**src/hw/rtl/mpfd_pkg.sv**
```systemverilog
// Package for the page-mode monochrome framebuffer drawer.
// Command codes, queue entry type, 5x7 font table. No dependencies.
package mpfd_pkg;

  localparam int DEF_PANEL_WIDTH = 128;
  localparam int DEF_PAGE_COUNT  = 8;
  localparam int GLYPH_COLS      = 5;
  localparam int GLYPH_ROWS      = 7;

  localparam logic [2:0] CMD_CLEAR   = 3'd0;
  localparam logic [2:0] CMD_PIXEL   = 3'd1;
  localparam logic [2:0] CMD_HLINE   = 3'd2;
  localparam logic [2:0] CMD_VLINE   = 3'd3;
  localparam logic [2:0] CMD_OUTLINE = 3'd4;
  localparam logic [2:0] CMD_FILL    = 3'd5;
  localparam logic [2:0] CMD_GLYPH   = 3'd6;
  localparam logic [2:0] CMD_READ    = 3'd7;

  typedef enum logic [1:0] {
    KIND_CLEAR = 2'd0,
    KIND_DRAW  = 2'd1,
    KIND_READ  = 2'd2
  } kind_t;

  typedef enum logic [1:0] {
    MODE_SOLID   = 2'd0,
    MODE_OUTLINE = 2'd1,
    MODE_GLYPH   = 2'd2
  } mode_t;

  typedef struct packed {
    kind_t       kind;
    mode_t       mode;
    logic [7:0]  x;
    logic [7:0]  y;
    logic [7:0]  cols;
    logic [7:0]  rows;
    logic [7:0]  code;
    logic [9:0]  addr;
  } job_t;

  // columns packed {c4,c3,c2,c1,c0}
  function automatic logic [39:0] glyph_bits(input logic [7:0] code);
    logic [39:0] g;
    case (code)
      8'h30: g = {8'h3E, 8'h45, 8'h49, 8'h51, 8'h3E};
      8'h31: g = {8'h00, 8'h40, 8'h7F, 8'h42, 8'h00};
      8'h32: g = {8'h46, 8'h49, 8'h49, 8'h51, 8'h62};
      8'h33: g = {8'h36, 8'h49, 8'h49, 8'h49, 8'h22};
      8'h34: g = {8'h10, 8'h7F, 8'h12, 8'h14, 8'h18};
      8'h35: g = {8'h31, 8'h49, 8'h49, 8'h49, 8'h2F};
      8'h36: g = {8'h32, 8'h49, 8'h49, 8'h49, 8'h3E};
      8'h37: g = {8'h03, 8'h05, 8'h09, 8'h71, 8'h01};
      8'h38: g = {8'h36, 8'h49, 8'h49, 8'h49, 8'h36};
      8'h39: g = {8'h3E, 8'h49, 8'h49, 8'h49, 8'h26};
      8'h41: g = {8'h7E, 8'h09, 8'h09, 8'h09, 8'h7E};
      8'h42: g = {8'h36, 8'h49, 8'h49, 8'h49, 8'h7F};
      8'h43: g = {8'h22, 8'h41, 8'h41, 8'h41, 8'h3E};
      8'h44: g = {8'h1C, 8'h22, 8'h41, 8'h41, 8'h7F};
      8'h45: g = {8'h41, 8'h49, 8'h49, 8'h49, 8'h7F};
      8'h46: g = {8'h01, 8'h09, 8'h09, 8'h09, 8'h7F};
      8'h47: g = {8'h3A, 8'h49, 8'h49, 8'h41, 8'h3E};
      8'h48: g = {8'h7F, 8'h08, 8'h08, 8'h08, 8'h7F};
      8'h49: g = {8'h00, 8'h41, 8'h7F, 8'h41, 8'h00};
      8'h4A: g = {8'h01, 8'h3F, 8'h41, 8'h40, 8'h20};
      8'h4B: g = {8'h41, 8'h22, 8'h14, 8'h08, 8'h7F};
      8'h4C: g = {8'h40, 8'h40, 8'h40, 8'h40, 8'h7F};
      8'h4D: g = {8'h7F, 8'h02, 8'h0C, 8'h02, 8'h7F};
      8'h4E: g = {8'h7F, 8'h10, 8'h08, 8'h04, 8'h7F};
      8'h4F: g = {8'h3E, 8'h41, 8'h41, 8'h41, 8'h3E};
      8'h50: g = {8'h06, 8'h09, 8'h09, 8'h09, 8'h7F};
      8'h51: g = {8'h5E, 8'h21, 8'h51, 8'h41, 8'h3E};
      8'h52: g = {8'h46, 8'h29, 8'h19, 8'h09, 8'h7F};
      8'h53: g = {8'h32, 8'h49, 8'h49, 8'h49, 8'h26};
      8'h54: g = {8'h01, 8'h01, 8'h7F, 8'h01, 8'h01};
      8'h55: g = {8'h3F, 8'h40, 8'h40, 8'h40, 8'h3F};
      8'h56: g = {8'h1F, 8'h20, 8'h40, 8'h20, 8'h1F};
      8'h57: g = {8'h7F, 8'h20, 8'h18, 8'h20, 8'h7F};
      8'h58: g = {8'h63, 8'h14, 8'h08, 8'h14, 8'h63};
      8'h59: g = {8'h03, 8'h04, 8'h78, 8'h04, 8'h03};
      8'h5A: g = {8'h43, 8'h45, 8'h49, 8'h51, 8'h61};
      8'h2D: g = {8'h08, 8'h08, 8'h08, 8'h08, 8'h08};
      8'h2B: g = {8'h08, 8'h08, 8'h3E, 8'h08, 8'h08};
      default: g = '0;
    endcase
    return g;
  endfunction

endpackage

```
**src/hw/rtl/mpfd_queue.sv**
```systemverilog
// Two-entry job queue between front end and drawing engine.
// Depends on mpfd_pkg.
module mpfd_queue import mpfd_pkg::*; (
  input  logic clk,
  input  logic rst,
  input  logic push,
  input  job_t push_job,
  output logic full,
  input  logic pop,
  output logic empty,
  output job_t head
);

  job_t       slots [2];
  logic       wr_ptr;
  logic       rd_ptr;
  logic [1:0] count;

  assign full  = (count == 2'd2);
  assign empty = (count == 2'd0);
  assign head  = slots[rd_ptr];

  always_ff @(posedge clk) begin
    if (push) begin
      slots[wr_ptr] <= push_job;
    end
    if (rst) begin
      wr_ptr <= 1'b0;
      rd_ptr <= 1'b0;
      count  <= 2'd0;
    end else begin
      if (push) begin
        wr_ptr <= ~wr_ptr;
      end
      if (pop) begin
        rd_ptr <= ~rd_ptr;
      end
      count <= count + 2'(push) - 2'(pop);
    end
  end

endmodule

```
**config.mk**
```make
export PLATFORM = sky130hd
export DESIGN_NAME = mpfd_queue
export DESIGN_NICKNAME = d
export VERILOG_FILES = /design/src/hw/rtl/mpfd_pkg.sv /design/src/hw/rtl/mpfd_queue.sv
export SDC_FILE = /design/constraint.sdc
export NUM_CORES = 1
export LEC_CHECK = 0
export BUFFER_PORTS_ARGS = -buffer_cell sky130_fd_sc_hd__buf_2
export CORE_ASPECT_RATIO = 1.75
export CORE_UTILIZATION = 28
export CTS_CLUSTER_DIAMETER = 200
export DETAILED_ROUTE_END_ITERATION = 6
export SLEW_MARGIN = 20
export SYNTH_ARGS = -nofsm -noshare
export SYNTH_HDL_FRONTEND = slang
export SYNTH_SLANG_ARGS = --single-unit
```
**constraint.sdc**
```tcl
create_clock -name clk -period 6.7 [get_ports clk]
set_input_delay 1.34 -clock clk [delete_from_list [all_inputs] [get_ports clk]]
set_output_delay 1.34 -clock clk [all_outputs]
set_load 0.05 [all_outputs]
```
Word-level counts from Yosys, hierarchy flattened
Memories as Yosys holds them, arrays and structs flattened. A register that Yosys moved wholly into a read port is not among the register bits.
Cells that the tools add are included.
- add/subtract/negate cells: 2
- multiply operators: 0
- div/mod/pow operators: 0
- $lt $le $gt $ge: 0
- eq/ne operators: 1
- shift operators: 0
- mux-type cells: 4
- bitwise gates (word level): 2
- reduce and logical (&&, ||, !) cells: 1
- operators with widths (operator ; count):
    1-bit 2-to-1 mux ; 4
    2-bit by 1-bit adder with 2-bit output ; 1
    2-bit == test (second input constant) ; 1
    2-bit zero test ; 1
    1-bit NOT ; 2
    2-bit by 1-bit subtractor with 2-bit output ; 1
- flip-flop bits (word level): 4
- latch bits: 0
- bits in writable memories: 108
- memory bits (read-only): 0
- input port bits: 58
- output and inout bits: 56
- logic and storage cells: 14
- memories: 1
- memory list (name ; words ; width ; read ports ; clocked after memory_dff ; wr ports ; line ; source):
    slots ; 2 ; 54 ; 1 ; 1 ; 1 ; mpfd_queue.sv:14 ; job_t slots [2];

Depth between registers and ports, before layout
- word-level depth: 3
- gate-level depth with buffers: 6
- mapped depth without buffers: 6

Worst setup path after synthesis
OpenSTA, ideal clock, no wires.
- path kind: input port to flip-flop
- start: input port push
- end: memory slots[0][0] in the netlist's numbering, enable pin
- library setup time: 0.472 ns
- data arrival time: 3.727 ns
- data required time: 6.228 ns
- slack: 2.500 ns
- cell stages on the path: 1
- buffers on the path: 0
- path through: nor2b_1
- word-level cells in the longest chain between the ends: 2
- ends and longest elaborated chain (item ; line ; source):
    start, declared ; mpfd_queue.sv:6 ; input logic push,
    1-bit 2-to-1 mux ; mpfd_queue.sv:24 ; if (push) begin
    1-bit 2-to-1 mux (implied by the code) ; mpfd_queue.sv:25 ; slots[wr_ptr] <= push_job;
    end, declared ; mpfd_queue.sv:14 ;
Every way passes these cells.

==> metrics.log <==
INFO  metric count_of_vias_placed_by_the_detailed_router = 2151
INFO  metric post_dp_cell_area = just over 5000 um^2
INFO  metric totalWireLength = 8272 um
INFO  metric top_level_i_o_count = 114
INFO  metric clock_power_share = 0.426
INFO  metric antenna_cells = 0
INFO  metric drv.max_cap_violation_count = 0
INFO  metric drive_gt1_frac = 0.6018
INFO  metric dp.final_hpwl = 5511 um
INFO  metric timing.critical_path.to_type = output port
INFO  metric min_period = 3.401 ns
INFO  metric finalClockSkew = 0.006844 ns
INFO  metric power.internal = 1.505 mW
INFO  metric netlist-cell-type-count = 13
INFO  metric rows = 60
INFO  metric antenna_violations_before_repair = 3
INFO  metric grt_max_degree = 55
INFO  metric drt-vias-per-instance = 4.177
INFO  metric finalHoldViolCount = 0
INFO  metric placed_cells_incl_taps = between 400 and 500
INFO  metric synth_area = 4367 um^2
INFO  metric die-area = about 16000 um^2
INFO  metric clock_insertion_delay_worst_skew = 0.40 ns
INFO  metric final_min_period_over_clock_period = 0.5077
INFO  metric clk_pin_slew = ~0.050 ns
INFO  metric final_area = approximately 5700 um^2
INFO  metric final.fill_count = 1511
INFO  metric horizontal_die_dimension = 96.40 um
INFO  metric gr-usage-all-layers = 0.1114
INFO  metric netlist.area_leader.share = 0.7427
INFO  metric ant_nets = 0
INFO  metric finalSetupTns = 0 ns
INFO  metric buffer_ports.inserted = roughly 110
INFO  metric path_max_fanout = 54
INFO  metric tritoncts = built
INFO  metric part_of_the_yosys_area_used_for_sequential_elements = 0.7656
INFO  metric critical_path.cell_chain = mux2_2, buf_2
INFO  metric synth_edf_count = 108
INFO  metric hold-worst-slack = 0.5154 ns
INFO  metric timing.critical_path.slowest_cell_delay = 1.02 ns
INFO  metric routabilityCongestion = ~0.64
INFO  metric cts_setup_buffers = 0
INFO  metric reg2reg_setup_slack = just under 5 ns
INFO  metric syn_to_final_growth = 29.48%
INFO  metric cts_buffers = 17
INFO  metric cts.sinks = 113
INFO  metric required = approximately 5.4 ns
INFO  metric wl_per_cell = between 15 and 20 um
INFO  metric floorplan.die.height = 167.2 um
INFO  metric finalSetupViolCount = 0
INFO  metric cts.root.buffer_cell = sky130_fd_sc_hd__clkbuf_16
INFO  metric detail_route.drc_violations = 0
INFO  metric ctsHtreeMaxLevel = 4
INFO  metric initial_utilization = 0.2851
INFO  metric coreArea = 15310 um^2
INFO  metric switching_share = 0.2578
INFO  metric kind_of_start_point_of_the_critical_path = flop
INFO  metric mappedNetlistNets = 249
INFO  metric synth_flop_cell = sky130_fd_sc_hd__edfxtp_1
INFO  metric path_category_of_the_worst_min_delay_check = flop to flop
INFO  metric cell_with_the_largest_stage_delay_on_the_worst_path = sky130_fd_sc_hd__dfxtp_4
INFO  metric place_ws = 3.641 ns
INFO  metric seq_power_share = 0.422
INFO  metric globalRouteOverflowTotal = 0
INFO  metric status = finished, final reports clean
INFO  metric drt_first_iter_violations = 80
INFO  metric worst_pin_slew = 1.033 ns
INFO  metric final_core_util = 0.3692
INFO  metric cts-hold-fix-buffers = 0
INFO  metric timing.slew.headroom = 0.3113
INFO  metric report.final.slew_viol_count = 0
INFO  metric synth.ff_latch_count = approximately 110
INFO  metric yosys_warnings = 0
INFO  metric synthesis.instances = 189
INFO  metric yosysMostFrequentCell = sky130_fd_sc_hd__edfxtp_1
INFO  metric worst_case_clock_buffer_depth = 2
INFO  metric postSynth.asyncResetShare = 0
INFO  metric timing.setup.critical_path_class = flop to output port
INFO  metric vdd_drop_max = 0.1725 mV
INFO  metric synth_area_leaders = sky130_fd_sc_hd__edfxtp_1 (74%), sky130_fd_sc_hd__mux2_4 (17%), sky130_fd_sc_hd__buf_12 (2.3%)
INFO  metric cpLargestDelayFamily = flip-flops
INFO  metric cts.repair.resized = 0
INFO  metric power_density = between 300 and 400 nW/um^2
INFO  metric dr.pass1.iters = 4
INFO  metric buffers_inverters_on_critical_path = 1
INFO  metric netlist.top_cell.by_area = sky130_fd_sc_hd__edfxtp_1
INFO  metric first_pass_grt_wire_length = about 13000 um
INFO  metric grt_setup_unrepaired = false
INFO  metric synth_common_cells = sky130_fd_sc_hd__edfxtp_1 (108), sky130_fd_sc_hd__mux2_4 (50), sky130_fd_sc_hd__buf_12 (5), sky130_fd_sc_hd__dfxtp_1 (5), sky130_fd_sc_hd__nor2_1 (5)
INFO  metric setup_ws = 3.299 ns
INFO  metric comb_power_share = 0.152
INFO  metric total_leakage_power = 2.242 nW
INFO  metric max_freq = 0.2940 GHz
INFO  metric nets_finish = 377
INFO  metric fin_total_pwr = 2.027 mW
INFO  metric critical_path_arrival = 2.06 ns
INFO  metric p_switching = 0.5227 mW
INFO  metric avgSynthCellArea = 23.10 um^2
INFO  metric grt_pass1_vias = 2376
INFO  metric final_cell_count_no_fill = 515
-- worst reg2reg max path, stage by stage (launching register included) --
cell and delay [ns]:
sky130_fd_sc_hd__dfxtp_1 0.40, sky130_fd_sc_hd__and2_2 0.51, sky130_fd_sc_hd__buf_4 0.53
-- per-layer routing --
metal / global-route usage / up-vias / wire length [um]
met5: 0 / - / 42
met4: 0.06586 / 6 / 255
met3: 0.04541 / 20 / 384
met2: 0.2029 / 56 / 4873
met1: 0.09758 / 1072 / 2716
li1: - / 997 / -
-- registers in the layout, summed over array words and instances (netlist names), named ones only --
| signal | flops |
|---|---|
| wr_ptr | 1 |
| slots | 108 |
| rd_ptr | 1 |
| count | 2 |
-- kinds of logic (layout without fill, tap and decap cells) --
kind of cell / after synthesis / in the layout / synth area share
buf+inv: 8 / 148 / 0.02722
simple gates: 9 / 9 / 0.01003
flops: 113 / 113 / 0.7656
fa+ha+maj: 2 / 2 / 0.005730
xor+xnor: 3 / 3 / 0.009169
mux: 54 / 54 / 0.1822
-- placed cells by master (no fill, tap or decap) --
cell	n
sky130_fd_sc_hd__buf_2	113
sky130_fd_sc_hd__edfxtp_1	108
sky130_fd_sc_hd__mux2_4	50
sky130_fd_sc_hd__clkbuf_16	17
sky130_fd_sc_hd__nor2_1	5
sky130_fd_sc_hd__clkinv_1	5
sky130_fd_sc_hd__mux2_2	4
sky130_fd_sc_hd__dfxtp_1	4
sky130_fd_sc_hd__bufinv_16	3
sky130_fd_sc_hd__clkinv_2	3
sky130_fd_sc_hd__inv_1	2
sky130_fd_sc_hd__nor2b_1	2
sky130_fd_sc_hd__xnor2_1	2
sky130_fd_sc_hd__ha_1	2
sky130_fd_sc_hd__clkinvlp_4	2
sky130_fd_sc_hd__buf_4	2
sky130_fd_sc_hd__and2_2	1
sky130_fd_sc_hd__nor2b_4	1
sky130_fd_sc_hd__xnor3_1	1
sky130_fd_sc_hd__dfxtp_4	1
sky130_fd_sc_hd__clkinv_4	1
-- worst paths after layout --
check | startpoint | endpoint | cells after the start
hold / removal | rd_ptr$_SDFFE_PP0P_ | rd_ptr$_SDFFE_PP0P_ | 2
hold reg to reg | rd_ptr$_SDFFE_PP0P_ | rd_ptr$_SDFFE_PP0P_ | 2
setup reg to reg | wr_ptr$_SDFFE_PP0P_ | slots[1][18]$_DFFE_PP_ | 2
setup / recovery | flop | head[53] | 2
-- area by class of cell --
cell class              instances  area (um^2)  share of cell area
flip-flops and latches        113         3347              0.5919
clock inverters                14        147.6             0.02611
well taps                     186        232.7             0.04116
repair buffers                115        580.6              0.1027
multi-input cells              68        913.4              0.1615
inverters                       2        7.507            0.001328
clock buffers                  17        425.4             0.07524
-- power by group through the flow --
stage | registers (mW) | logic (mW) | clock network [mW]
2_1_floorplan | 0.851 | 0.266 | 0
3_3_place_gp | 0.868 | 0.307 | 0
3_5_place_dp | 0.871 | 0.313 | 0
4_1_cts | 0.858 | 0.313 | 0.888
5_1_grt | 0.862 | 0.324 | 0.918
6_report | 0.856 | 0.307 | 0.864
No activity file was read; power rests on OpenSTA's default activity.
