File: src/hw/rtl/mpfd_pkg.sv
// Package for the page-mode monochrome framebuffer drawer.
// Command codes, queue entry type, 5x7 font table. No dependencies.
package mpfd_pkg;

  localparam int DEF_PANEL_WIDTH = 128;
  localparam int DEF_PAGE_COUNT  = 8;
  localparam int GLYPH_COLS      = 5;
  localparam int GLYPH_ROWS      = 7;

  localparam logic [2:0] CMD_CLEAR   = 3'd0;
  localparam logic [2:0] CMD_PIXEL   = 3'd1;
  localparam logic [2:0] CMD_HLINE   = 3'd2;
  localparam logic [2:0] CMD_VLINE   = 3'd3;
  localparam logic [2:0] CMD_OUTLINE = 3'd4;
  localparam logic [2:0] CMD_FILL    = 3'd5;
  localparam logic [2:0] CMD_GLYPH   = 3'd6;
  localparam logic [2:0] CMD_READ    = 3'd7;

  typedef enum logic [1:0] {
    KIND_CLEAR = 2'd0,
    KIND_DRAW  = 2'd1,
    KIND_READ  = 2'd2
  } kind_t;

  typedef enum logic [1:0] {
    MODE_SOLID   = 2'd0,
    MODE_OUTLINE = 2'd1,
    MODE_GLYPH   = 2'd2
  } mode_t;

  typedef struct packed {
    kind_t       kind;
    mode_t       mode;
    logic [7:0]  x;
    logic [7:0]  y;
    logic [7:0]  cols;
    logic [7:0]  rows;
    logic [7:0]  code;
    logic [9:0]  addr;
  } job_t;

  // columns packed {c4,c3,c2,c1,c0}
  function automatic logic [39:0] glyph_bits(input logic [7:0] code);
    logic [39:0] g;
    case (code)
      8'h30: g = {8'h3E, 8'h45, 8'h49, 8'h51, 8'h3E};
      8'h31: g = {8'h00, 8'h40, 8'h7F, 8'h42, 8'h00};
      8'h32: g = {8'h46, 8'h49, 8'h49, 8'h51, 8'h62};
      8'h33: g = {8'h36, 8'h49, 8'h49, 8'h49, 8'h22};
      8'h34: g = {8'h10, 8'h7F, 8'h12, 8'h14, 8'h18};
      8'h35: g = {8'h31, 8'h49, 8'h49, 8'h49, 8'h2F};
      8'h36: g = {8'h32, 8'h49, 8'h49, 8'h49, 8'h3E};
      8'h37: g = {8'h03, 8'h05, 8'h09, 8'h71, 8'h01};
      8'h38: g = {8'h36, 8'h49, 8'h49, 8'h49, 8'h36};
      8'h39: g = {8'h3E, 8'h49, 8'h49, 8'h49, 8'h26};
      8'h41: g = {8'h7E, 8'h09, 8'h09, 8'h09, 8'h7E};
      8'h42: g = {8'h36, 8'h49, 8'h49, 8'h49, 8'h7F};
      8'h43: g = {8'h22, 8'h41, 8'h41, 8'h41, 8'h3E};
      8'h44: g = {8'h1C, 8'h22, 8'h41, 8'h41, 8'h7F};
      8'h45: g = {8'h41, 8'h49, 8'h49, 8'h49, 8'h7F};
      8'h46: g = {8'h01, 8'h09, 8'h09, 8'h09, 8'h7F};
      8'h47: g = {8'h3A, 8'h49, 8'h49, 8'h41, 8'h3E};
      8'h48: g = {8'h7F, 8'h08, 8'h08, 8'h08, 8'h7F};
      8'h49: g = {8'h00, 8'h41, 8'h7F, 8'h41, 8'h00};
      8'h4A: g = {8'h01, 8'h3F, 8'h41, 8'h40, 8'h20};
      8'h4B: g = {8'h41, 8'h22, 8'h14, 8'h08, 8'h7F};
      8'h4C: g = {8'h40, 8'h40, 8'h40, 8'h40, 8'h7F};
      8'h4D: g = {8'h7F, 8'h02, 8'h0C, 8'h02, 8'h7F};
      8'h4E: g = {8'h7F, 8'h10, 8'h08, 8'h04, 8'h7F};
      8'h4F: g = {8'h3E, 8'h41, 8'h41, 8'h41, 8'h3E};
      8'h50: g = {8'h06, 8'h09, 8'h09, 8'h09, 8'h7F};
      8'h51: g = {8'h5E, 8'h21, 8'h51, 8'h41, 8'h3E};
      8'h52: g = {8'h46, 8'h29, 8'h19, 8'h09, 8'h7F};
      8'h53: g = {8'h32, 8'h49, 8'h49, 8'h49, 8'h26};
      8'h54: g = {8'h01, 8'h01, 8'h7F, 8'h01, 8'h01};
      8'h55: g = {8'h3F, 8'h40, 8'h40, 8'h40, 8'h3F};
      8'h56: g = {8'h1F, 8'h20, 8'h40, 8'h20, 8'h1F};
      8'h57: g = {8'h7F, 8'h20, 8'h18, 8'h20, 8'h7F};
      8'h58: g = {8'h63, 8'h14, 8'h08, 8'h14, 8'h63};
      8'h59: g = {8'h03, 8'h04, 8'h78, 8'h04, 8'h03};
      8'h5A: g = {8'h43, 8'h45, 8'h49, 8'h51, 8'h61};
      8'h2D: g = {8'h08, 8'h08, 8'h08, 8'h08, 8'h08};
      8'h2B: g = {8'h08, 8'h08, 8'h3E, 8'h08, 8'h08};
      default: g = '0;
    endcase
    return g;
  endfunction

endpackage

File: src/hw/rtl/mpfd_front.sv
// Front end: decodes stream commands into draw jobs.
// Depends on mpfd_pkg.
module mpfd_front import mpfd_pkg::*; (
  input  logic [2:0] command,
  input  logic [7:0] x_pos,
  input  logic [7:0] y_pos,
  input  logic [7:0] line_length,
  input  logic [7:0] rect_width,
  input  logic [7:0] rect_height,
  input  logic [7:0] char_code,
  input  logic [9:0] read_address,
  output job_t       job
);

  always_comb begin
    job.kind = KIND_DRAW;
    job.mode = MODE_SOLID;
    job.x    = x_pos;
    job.y    = y_pos;
    job.cols = 8'd1;
    job.rows = 8'd1;
    job.code = char_code;
    job.addr = read_address;
    case (command)
      CMD_CLEAR: job.kind = KIND_CLEAR;
      CMD_PIXEL: ;
      CMD_HLINE: job.cols = line_length;
      CMD_VLINE: job.rows = line_length;
      CMD_OUTLINE: begin
        job.mode = MODE_OUTLINE;
        job.cols = rect_width;
        job.rows = rect_height;
      end
      CMD_FILL: begin
        job.cols = rect_width;
        job.rows = rect_height;
      end
      CMD_GLYPH: begin
        job.mode = MODE_GLYPH;
        job.cols = 8'(GLYPH_COLS);
        job.rows = 8'(GLYPH_ROWS);
      end
      CMD_READ: job.kind = KIND_READ;
      default: job.kind = KIND_READ;
    endcase
  end

endmodule

File: config.mk
export PLATFORM = sky130hd
export DESIGN_NAME = mpfd_front
export DESIGN_NICKNAME = d
export VERILOG_FILES = /design/src/hw/rtl/mpfd_pkg.sv /design/src/hw/rtl/mpfd_front.sv
export SDC_FILE = /design/constraint.sdc
export NUM_CORES = 1
export LEC_CHECK = 0
export CAP_MARGIN = 20
export CELL_PAD_IN_SITES_DETAIL_PLACEMENT = 1
export CELL_PAD_IN_SITES_GLOBAL_PLACEMENT = 1
export CORE_MARGIN = 2
export CORE_UTILIZATION = 34
export DETAILED_ROUTE_END_ITERATION = 7
export DONT_BUFFER_PORTS = 1
export PLACE_DENSITY_LB_ADDON = 0.1
export SKIP_LAST_GASP = 1
export SYNTH_ARGS = -nofsm -noshare
export SYNTH_HDL_FRONTEND = slang
export SYNTH_SLANG_ARGS = --single-unit
File: constraint.sdc
create_clock -name vclk -period 1.1
set_clock_uncertainty 0.05 [all_clocks]
set_input_delay 0.275 -clock vclk [all_inputs]
set_output_delay 0.275 -clock vclk [all_outputs]
set_load 0.01 [all_outputs]
**After elaboration in Yosys (flattened, before gate mapping)**

Cells that the tools add are included.

- Flip-flop bits (word level): 0
- Bits of input ports: 61
- Output and inout bits: 54
- Word-level logic and storage cells: 12

- Equality and inequality tests: 6
- Multiplexer cells: 4
- Reductions and logical operators: 2

Operators with widths:

| kind | count |
|---|---|
| 8-bit one-hot mux with 3 select lines | 2 |
| 3-bit equality test (second input constant) | 4 |
| 2-bit one-hot mux with 2 select lines | 2 |
| 3-bit by 2-bit equality test with 1-bit output (second input constant) | 2 |
| 3-bit logical NOT | 1 |
| 2-bit OR reduction | 1 |

**Longest topological paths before layout**

Gate-level depths: netlist (run 1).

- Word-level depth: 3
- Depth in mapped cells: 3
- Gate-level depth less buffers: 2

**Worst setup path after synthesis (run 1)**

Ideal clock, no wire load.

- Kind: input-to-output
- From: input command[0]
- To: output job[21] (netlist bit)
- Data arrival time: 0.841 ns
- Data required time: 0.775 ns
- Path slack: -0.066 ns
- Stages: 3
- Buffers on the path: 1
- Cell sequence: buf_6 > nor2b_2 > a32o_1

RTL lines:

| item | RTL line | text |
|---|---|---|
| start, declared | mpfd_front.sv:4 | `input logic [2:0] command,` |
| end, declared | mpfd_front.sv:12 | `output job_t job` |

==> results.sh, run 1 <==
export IMPL_count_of_sequential_standard_cells=0
export IMPL_top_layer="met4"
export IMPL_post_drt_wl_per_cell_um=28.0
export IMPL_final_clkbuf_count=0
export IMPL_power_density_over_the_cells_mw_per_mm2=364
export IMPL_power_leakage_nw=0.160
export IMPL_synthDistinctLibCells=20
export IMPL_outcome="finished clean"
export IMPL_final_design_area_no_fill_um2=340
export IMPL_drt_drc_violations_left=0
export IMPL_timing_critical_path_fanout_max=13
export IMPL_total_wire_length_um=1430
export IMPL_slew_headroom=0.737
export IMPL_synth_top_cells_by_count="buf_4 (36), a32o_1 (11), nand3b_1 (3)"
export IMPL_combinational_power_share=1.000
export IMPL_n_fill_cell=186
export IMPL_worst_pin_slew_ps=394
export IMPL_p_seq_frac=0
export IMPL_areaGrowthSynthToFinish_pct=-39.4
export IMPL_floorplan_initialDensity=0.369
export IMPL_max_cap_violations=0
export IMPL_cp_arrival_ps=770
export IMPL_power_switching_share=0.499
export IMPL_num_nets_final=98
export IMPL_drtIter0Drc=0
export IMPL_first_pass_iters=1
export IMPL_worst_path_largest_cell_delay_ps=260
export IMPL_rsz0062_at_grt="true"
export IMPL_category_of_the_worst_setup_path_capture_point="output port"
export IMPL_postSynthAreaPerCell_um2=7.91
export IMPL_placement_cell_area_um2=325
export IMPL_ys_warnings_count=0
export IMPL_worstHoldPathType="in -> out"
export IMPL_gr_total_overflow=0
export IMPL_final_core_util=0.223
export IMPL_hold_slack_ps=500
export IMPL_io_pin_count=115
export IMPL_report_final_hold_viol_count=0
export IMPL_yosysMostFrequentCell="buf_4"
export IMPL_place_detailed_hpwl_um=1190
export IMPL_max_freq_mhz=914
export IMPL_synthDominantCellAreaShare=0.481
export IMPL_die_area_mm2=0.00199
export IMPL_post_cts_buffers=0
export IMPL_first_global_vias=366
export IMPL_postSynthCellCount=71
export IMPL_num_antenna_cells=0
export IMPL_regArea_um2=0
export IMPL_pin_count_of_the_biggest_net_entering_global_routing=24
export IMPL_ys_seq_area_frac=0
export IMPL_port_buffers=0
export IMPL_final_max_slew_viol_count=0
export IMPL_fp_dieH_um=44.7
export IMPL_ir_drop_v=0.0000895
export IMPL_drt_antenna_violating_nets=0
export IMPL_final_period_utilization=0.995
export IMPL_syn_num_nets=132
export IMPL_main_area_contributors_after_synthesis="buf_4 (48%), a32o_1 (20%), buf_6 (4.0%)"
export IMPL_groute_usage_overall=0.118
export IMPL_cp_slowest_cell="a32o_2"
export IMPL_cp_required_ps=770
export IMPL_timing_setup_critical_path_class="in -> out"
export IMPL_timing_critical_path_from_type="input port"
export IMPL_fp_row_count=14
export IMPL_routed_wl_met2_um=740
export IMPL_cell_chain_critical_path="nor2b_4 > buf_6 > a32o_2"
export IMPL_netSwitchingPower_uw=61.9
export IMPL_wl_met3_um=222
export IMPL_power_internal_uw=62.1
export IMPL_grt_first_pass_wirelength_um=1860
export IMPL_vias_per_cell=7.49
export IMPL_gpl_final_weighted_congestion=0.658
export IMPL_wl_met1_um=451
export IMPL_die_x_um=44.7
export IMPL_synth_cell_area_um2=562
export IMPL_layout_drive_gt1_share=0.429
export IMPL_clock_power_share=0
export IMPL_period_minus_slack_ps=1090
export IMPL_number_of_antenna_violations_at_the_first_check_in_global_routing=0
export IMPL_hold_bufs_inserted_after_cts=0
export IMPL_area_of_the_core_mm2=0.00152
export IMPL_via_count=382
export IMPL_final_setup_viol_count=0
export IMPL_yosysTopAreaCell="buf_4"
[final timing paths]
path,startpoint,endpoint,slack [ps],depth (start not counted)
worst max-delay path,command[2],job[21],6,3
worst min-delay path,read_address[2],job[2],500,0
[cell type report]
cell class / instances / area [um2] / share of cell area
well taps: 16 / 20.0 / 0.0588
inverters: 1 / 3.75 / 0.0110
repair buffers: 3 / 33.8 / 0.0993
multi-input cells: 31 / 283 / 0.831
[worst max-delay path, delay by kind of cell]
family / cells / cell delay (ps)
buffers and inverters: 1 / 120
and+or+nand+nor: 1 / 120
AOI/OAI and AO/OA: 1 / 260
[cell families (layout without fill, tap and decap cells)]
kind of cell,count (synthesis),count (layout),share of synthesized area
compound gates,15,15,0.261
buf+inv,40,4,0.537
simple gates,16,16,0.203
[routing by layer]
metal	vias to the layer above	global-route usage
li1	153	-
met4	0	0.0242
met1	184	0.111
met3	6	0.0449
met5	-	0
met2	39	0.235
[cell usage in the layout (no fill, tap or decap)]
cell	Yosys	final
a32o_2	0	8
nand3b_1	3	3
a32o_1	11	3
buf_6	2	3
nor2b_4	1	2
a2bb2oi_1	2	2
nand4b_1	2	2
nand3_1	2	2
nor3b_1	1	1
nor2_4	0	1
and3_1	1	1
nor3_1	1	1
nor2_2	1	1
nand2b_1	1	1
nor2b_1	1	1
o21ba_1	1	1
a22o_1	1	1
inv_1	1	1
[stage by stage]
| step | power, mW | instances | setup WS (ps) | setup TNS (ps) |
|---|---|---|---|---|
| finish | 0.124 | 51 | 5.85 | 0 |
| global route | 0.134 | 51 | -9.29 | -25.7 |
| CTS | 0.122 | 51 | 0.0562 | 0 |
| detailed placement | 0.120 | 51 | -17.1 | -17.1 |
| global placement | 0.120 | 51 | -13.0 | -13.0 |
| floorplan | 0.255 | 71 | -18.1 | -83.9 |
[repair_timing]
item	4_1_cts	5_1_grt
gates resized for setup	2	4
endpoints found under the setup margin	2	9
pin swaps	2	3
[power by group through the flow]
stage	logic (mW)	clock network, mW	registers (mW)
global placement	0.120	0	0
floorplan	0.255	0	0
detailed placement	0.120	0	0
CTS	0.122	0	0
global route	0.134	0	0
finish	0.124	0	0
Power figures use the tool's default switching activity.
==> run 2: changes to the inputs <==
--- a/config.mk
+++ b/config.mk
@@ -8,7 +8,7 @@
 export CAP_MARGIN = 20
 export CELL_PAD_IN_SITES_DETAIL_PLACEMENT = 1
 export CELL_PAD_IN_SITES_GLOBAL_PLACEMENT = 1
-export CORE_MARGIN = 2
+export CORE_MARGIN = 5
 export CORE_UTILIZATION = 34
 export DETAILED_ROUTE_END_ITERATION = 7
 export DONT_BUFFER_PORTS = 1
==> run 2 against run 1 <==
  * First-iteration DRC count rose by 11
  * Clock-buffer cell count did not move
  * Largest power group unchanged
  * Highest routed layer unchanged
  * Total power rose by 2.7%
  * Combinational power barely moved
  * Worst setup slack got worse by 3.2 ps
  * Critical path type unchanged
  * Maximum frequency fell by 0.29%
  * Utilization rose by 0.48 points
==> results.sh, run 2 (synthesis results as in run 1) <==
export IMPL_outcome="finished clean"
export IMPL_num_nets_final=99
export IMPL_final_setup_viol_count=0
export IMPL_num_antenna_cells=0
export IMPL_final_clkbuf_count=0
export IMPL_via_count=383
export IMPL_total_wire_length_um=1580
export IMPL_io_pin_count=115
export IMPL_die_x_um=50.7
export IMPL_totalNegativeSetupSlack_ps=0
export IMPL_rsz0062_at_grt="true"
export IMPL_post_layout_total_power_uw=127
export IMPL_timing_setup_critical_path_class="in -> out"
export IMPL_pin_count_of_the_biggest_net_entering_global_routing=24
export IMPL_final_design_area_no_fill_um2=352
export IMPL_worst_hold_path_num_cells=0
export IMPL_cp_required_ps=770
export IMPL_power_leakage_nw=0.163
export IMPL_drt_antenna_violating_nets=0
export IMPL_most_common_cell_after_layout_fill_and_taps_aside="a32o_2"
export IMPL_report_final_hold_viol_count=0
export IMPL_post_drt_wl_per_cell_um=30.4
export IMPL_areaGrowthSynthToFinish_pct=-37.4
export IMPL_grt_first_pass_wirelength_um=2370
export IMPL_groute_usage_overall=0.109
export IMPL_timing_critical_path_from_type="input port"
export IMPL_first_global_vias=404
export IMPL_max_cap_violations=0
export IMPL_category_of_the_worst_setup_path_capture_point="output port"
export IMPL_cp_slowest_cell="a22o_4"
export IMPL_layout_common_cells="a32o_2 (7), a32o_1 (4), nand3b_1 (3)"
export IMPL_ir_drop_v=0.0000832
export IMPL_max_freq_mhz=911
export IMPL_drt_drc_violations_left=0
export IMPL_regArea_um2=0
export IMPL_worstHoldPathType="in -> out"
export IMPL_period_minus_slack_ps=1100
export IMPL_fp_row_count=14
export IMPL_power_density_over_the_cells_mw_per_mm2=362
export IMPL_final_max_slew_viol_count=0
export IMPL_die_area_mm2=0.00257
export IMPL_timing_critical_path_fanout_max=13
export IMPL_gpl_final_weighted_congestion=0.619
export IMPL_cell_chain_critical_path="nor2b_4 > buf_4 > a22o_4"
export IMPL_vias_per_cell=7.37
export IMPL_worst_pin_slew_ps=288
export IMPL_worst_path_largest_cell_delay_ps=250
export IMPL_placement_cell_area_um2=310
export IMPL_number_of_antenna_violations_at_the_first_check_in_global_routing=0
export IMPL_cp_arrival_ps=770
export IMPL_floorplan_initialDensity=0.364
export IMPL_fp_dieH_um=50.7
export IMPL_area_of_the_core_mm2=0.00154
export IMPL_slew_headroom=0.807
export IMPL_drtIter0Drc=11
export IMPL_layout_drive_gt1_share=0.444
export IMPL_count_of_sequential_standard_cells=0
export IMPL_gr_total_overflow=0
export IMPL_first_pass_iters=3
export IMPL_port_buffers=0
export IMPL_final_period_utilization=0.998
run 2: changes by cell type in the layout (fill, tap and decap cells not counted), sizes merged:
cell	before	now
buf	3	4
run 2: metal layers:
metal,track usage,part of all wire,vias up
met5,0,0,-
met2,0.190,0.50,34
met1,0.116,0.32,176
met4,0.0468,0.037,0
met3,0.0414,0.14,16
li1,-,-,157
run 2: timing repair:
action	CTS	global route
endpoints found under the setup margin	12	11
pin swaps	0	3
endpoints found under the hold margin	0	0
setup buffers	3	0
hold buffers	0	0
gates resized for setup	1	4
run 2: where the power goes:
group	leakage (nW)	switching, mW	internal, mW	total, mW
registers	0	0	0	0
clock network	0	0	0	0
logic	0.163	0.0623	0.0650	0.127
run 2: metrics by stage:
stage / hold WS (ps) / util / setup WS [ps] / cells
2_1_floorplan: 592 / - / -18.1 / 71
3_3_place_gp: 500 / 0.201 / -16.7 / 49
3_5_place_dp: 500 / 0.201 / -46.7 / 49
4_1_cts: 500 / 0.217 / -1.39 / 52
5_1_grt: 500 / 0.228 / -13.9 / 52
6_report: 500 / 0.228 / 2.66 / 52
run 2: area by class of cell:
type	count	area (um2)
fill	186	1190
multi-input combinational	31	290
timing repair buffer	4	37.5
tap	16	20.0
inverter	1	3.75
run 2: final timing paths:
| check | from | to | slack (ps) |
|---|---|---|---|
| setup / recovery | command[2] | job[28] | 3 |
| hold / removal | read_address[9] | job[9] | 500 |
run 2: worst max-delay path: cells and delay by family:
| kind | cells | cell delay (ps) |
|---|---|---|
| and+or+nand+nor | 1 | 120 |
| buffers and inverters | 1 | 130 |
| AOI/OAI and AO/OA | 1 | 250 |
